--- src/rtl/chc_target_cell.sv ---
module chc_target_cell (
  input  logic               clk_i,
  input  logic               write_i,
  input  logic               shift_i,
  input  logic signed [19:0] x_i,
  input  logic signed [19:0] y_i,
  output logic signed [19:0] x_o,
  output logic signed [19:0] y_o
);
  logic signed [19:0] x_q, y_q;
  always_ff @(posedge clk_i) begin
    if (write_i || shift_i) begin
      x_q <= x_i;
      y_q <= y_i;
    end
  end
  assign x_o = x_q;
  assign y_o = y_q;
endmodule

--- config.mk ---
export PLATFORM = sky130hd
export DESIGN_NAME = chc_target_cell
export DESIGN_NICKNAME = d
export VERILOG_FILES = /design/src/rtl/chc_target_cell.sv
export SDC_FILE = /design/constraint.sdc
export NUM_CORES = 1
export LEC_CHECK = 0
export BUFFER_PORTS_ARGS = -buffer_cell sky130_fd_sc_hd__buf_2
export CAP_MARGIN = 25
export CORE_ASPECT_RATIO = 1.1
export CORE_MARGIN = 8
export CORE_UTILIZATION = 30
export CTS_CLUSTER_DIAMETER = 200
export DETAILED_ROUTE_END_ITERATION = 6
export PLACE_DENSITY = 0.62
export SETUP_SLACK_MARGIN = 0.15
export SLEW_MARGIN = 20
export SYNTH_ARGS = -nofsm -noshare
export SYNTH_HDL_FRONTEND = slang
export SYNTH_SLANG_ARGS = --single-unit
--- constraint.sdc ---
create_clock -name clk_i -period 1.4 [get_ports clk_i]
set_input_delay 0.07 -clock clk_i [delete_from_list [all_inputs] [get_ports clk_i]]
set_output_delay 0.07 -clock clk_i [all_outputs]
set_load 0.02 [all_outputs]
# --- Word level (Yosys, flattened, before mapping) ---
# Cells that the tools add are included.
classes:
  reduce_logical: 1
ops:
  columns: ["operator", "count"]
  rows:
  - ["logical OR 1 bit", 1]
totals:
  inputBits: 43
  out_inout_bits: 40
  reg_bits: 40

# --- Depth between registers and ports, before layout ---
logic_depth:
  ltp_word: 1
  ltp_mapped: 1
  depth_no_buf: 1

# --- Least setup slack after synthesis ---
# Ideal clock, no wire load.
synth_timing:
  path_kind: "in2reg"
  start: "in write_i"
  end: "reg x_q[0], in the netlist x_o[0], enable pin"
  path_stages: 1
  t_arrival_ns: 0.985
  path_slack_ns: 0.016
  path_cell_list: "or2_1"
synth_between:
  elab_chain_cells: 1
synth_lines:
  columns: ["element", "line_no", "rtl"]
  rows:
  - ["start, declared", "3", "input logic write_i,"]
  - ["logical OR 1 bit", "12", "if (write_i || shift_i) begin"]
  - ["end signal, assigned", "13", "x_q <= x_i;"]
  - ["end, declared", "10", "logic signed [19:0] x_q, y_q;"]
# Every way passes these cells.
# A chain may end at the register's enable or synchronous reset.

# --- Worst setup path after layout ---
layout_timing:
  start: "reg y_q[0], in the netlist y_o[0]"
  end: "out y_o[0]"
layout_rtl:
  columns: ["element", "line_no", "rtl"]
  rows:
  - ["start, declared", "10", null]
  - ["start signal, assigned", "14", "y_q <= y_i;"]
  - ["end, declared", "8", "output logic signed [19:0] y_o"]
# No word-level cell between the ends.

==> impl.org <==
** Route
- In the routed design, unresolved DRC markers number 0.
- Detailed-route vias per instance :: 3.88
- Total iterations of the first detailed-routing run :: 2
- Detailed routing inserted a total of 870 vias.
- Post-detailed-route wirelength per cell :: 13.6 um
- The detail route stage leaves a number of antenna-violating nets equal to 0.
- Routed wire length :: 3040 um
- In this run, the number of DRC markers left after iteration 0 of detailed routing was 67.

** Die
- Die width :: 76.5 um
- Floorplan die area :: 0.00631 mm^2
- I/O Pins :: 83
- Placement Rows :: 24
- Placeable core area :: 0.00390 mm^2
- Starting density of the core :: 30.9%
- Vertical extent of the die :: 82.5 um

** Timing
- The routed design could run at a clock period as short as 0.898 ns.
- Worst-case hold slack :: 0.351 ns
- For the pin with the worst max-slew slack, the measured transition is 0.205 ns.
- Adding up every negative setup slack in the final design gives 0 ns.
- Headroom to the max-slew limit :: 86.3%
- Hold violation count in the final report :: 0
- The worst path uses 64.1% of the clock period.
- Setup repair after global routing left no endpoint under its margin.
- Static timing analysis puts the maximum clock frequency at 1110 MHz.
- The final number of max-transition violations was 0.
- Setup violations remaining at the end of the flow were counted as 0.

** Power
- In this run the power density over the cells is 1250 mW/mm^2.
- Total net switching power :: 0.610 mW
- Sequential group share of total power :: 52.8%
- Share of power burned in the clock network :: 32.0%
- Cell internal power was estimated by the tool at 2.15 mW.
- Switching share of total power :: 22.1%
- In this run, the combinational gates consume 15.3% of the power.
- Summed over all cells, the static leakage comes to 0.965 nW.
- Worst voltage drop across the vdd grid :: 0.859 mV

** Worst setup path
- Along the worst path, the maximum fanout reaches 1.
- Category of the critical setup timing path :: flip-flop to primary output
- Data required time of the critical path :: 1.33 ns
- On the worst path, the slowest cell contributes a delay of 0.37 ns.
- STA puts the critical path data arrival time at 0.83 ns.
- STA classifies the critical path endpoint as a primary output.
- Cell at the slowest stage of the critical path :: sky130_fd_sc_hd__edfxtp_1
- Chain of cells forming the critical path :: buf_2
- Delay-heaviest family, CP :: flip-flops
- STA classifies the critical path startpoint as a flip-flop.
- Counting both buffers and inverters, the worst setup path holds a total of 1.

** Min path
- Hold Startpoint :: write_i
- Endpoint, Worst Hold :: x_o[7]$_DFFE_PP_
- Tightest Hold Check Type :: primary input to flip-flop
- Hold depth :: 3

** Global route
- The first global-routing pass estimated 4790 um of wire.
- Global routing usage summed across all routing layers :: 10.0%
- The number of antenna violations at the first check in global routing came to 0.
- The total overflow left after global routing is 0.
- Via count of the first global-routing pass :: 965
- Pin count of the biggest net entering global routing :: 41

** Clocking
- Maximum clock insertion buffer count :: 2
- Clock-pin slew was measured on the worst setup and hold paths at 0.07 ns.
- Clock sink total :: 40
- The number of clock buffers added by TritonCTS is 5.
- Clock root cell :: sky130_fd_sc_hd__clkbuf_8
- Post-CTS timing repair inserted 0 buffers for setup.
- In this run, post-CTS repair resized a total of 0 instances.
- CTS tree :: built
- The H-tree generated during clock tree synthesis spans 2 levels.

** Yosys
- The Yosys step of the flow raised 0 warnings.
- Nets in the synthesized netlist :: 84
- After synthesis, the mean cell area works out to 29.4 um^2.
- Synthesis produced 41 cells.
- After synthesis, the netlist uses 2 different library cells.
- Number of synthesized register bits :: 40
- Mapped Area :: 0.00121 mm^2
- Sequential-to-total area share from yosys stat :: 99.5%

** Outcome
- The flow ran to the end, and the final reports show no timing, DRC or antenna violations.

** Placed design
- At the end of routability-driven placement, the weighted congestion stood at 0.623.
- Input and output buffers added on the ports amount to 82.

** Finish
- Antenna diode count :: 0
- Of the cells placed in the final design, the portion with a size suffix greater than 1 is 52.9%.
- In the final design database the tool counted 214 nets.
- Area growth syn-to-layout :: 83.1%

** Run
- Across the run, the number of max-cap violations was 0.
## cell usage after synthesis
cell	count	area share, %
sky130_fd_sc_hd__edfxtp_1	40	99
sky130_fd_sc_hd__or2_1	1	0.52
## power by group through the flow
stage | sequential [mW] | combinational (mW) | clock (mW)
4_1_cts | 1.46 | 0.425 | 0.911
3_5_place_dp | 1.49 | 0.339 | 0
6_report | 1.46 | 0.422 | 0.884
5_1_grt | 1.47 | 0.451 | 0.971
3_3_place_gp | 1.48 | 0.334 | 0
2_1_floorplan | 1.64 | 0.0168 | 0
## timing repair
item	CTS	global route
hold buffers	40	0
endpoints found under the setup margin	0	0
endpoints found under the hold margin	40	0
## sequential cells by signal, summed over array words and instances, names as in the netlist
register	cells
x_o	20
y_o	20
## through the flow
step / utilization [%] / cell area (um^2) / worst slack [ns] / std cells / power (mW)
2_1_floorplan: - / 1210 / 0.407 / 41 / 1.65
3_3_place_gp: 43.6 / 1700 / 0.469 / 176 / 1.82
3_5_place_dp: 43.6 / 1700 / 0.459 / 176 / 1.82
4_1_cts: 56.6 / 2210 / 0.478 / 224 / 2.80
5_1_grt: 56.6 / 2210 / 0.444 / 224 / 2.89
6_report: 56.6 / 2210 / 0.502 / 224 / 2.76
## metal layers
metal / wire (um) / share of wire (%) / track usage [%]
met2: 1410 / 46 / 16.4
met1: 1100 / 36 / 8.83
met5: 0 / 0 / 0
met4: 45 / 1.5 / 4.04
met3: 483 / 16 / 8.77
## worst max-delay path by stage
| stage | startpoint | to | cells after the start |
|---|---|---|---|
| 4_1_cts | x_o[5]$_DFFE_PP_ | x_o[5] | 1 |
| 2_1_floorplan | write_i | x_o[0]$_DFFE_PP_ | 1 |
| 6_report | y_o[0]$_DFFE_PP_ | y_o[0] | 1 |
| 3_5_place_dp | shift_i | x_o[15]$_DFFE_PP_ | 3 |
| 5_1_grt | y_o[5]$_DFFE_PP_ | y_o[5] | 1 |
| 3_3_place_gp | shift_i | x_o[10]$_DFFE_PP_ | 3 |
## kinds of logic after synthesis
family,after synthesis,synth area share (%)
flops,40,99.5
simple gates,1,0.518
## area by class of cell
cell class / count / area, um^2
fill: 317 / 1690
sequential: 40 / 1200
timing repair buffer: 123 / 831
clock buffer: 6 / 72.6
tap: 52 / 65.1
clock inverter: 2 / 35.0
multi-input combinational: 1 / 6.26
## tightest hold or removal path: cells and delay by family
family,cells,cell delay [ns]
buffers and inverters,2,0.29
and+or+nand+nor,1,0.11
## cells in the final DEF, fill, tap and decap left out, drive strengths merged
master / synthesis / routed
dlygate4sd3: 0 / 40
or2: 1 / 1
edfxtp: 40 / 40
bufinv: 0 / 1
buf: 0 / 83
clkbuf: 0 / 6
clkinv: 0 / 1
Note: power is estimated with default switching activity, not from simulation.
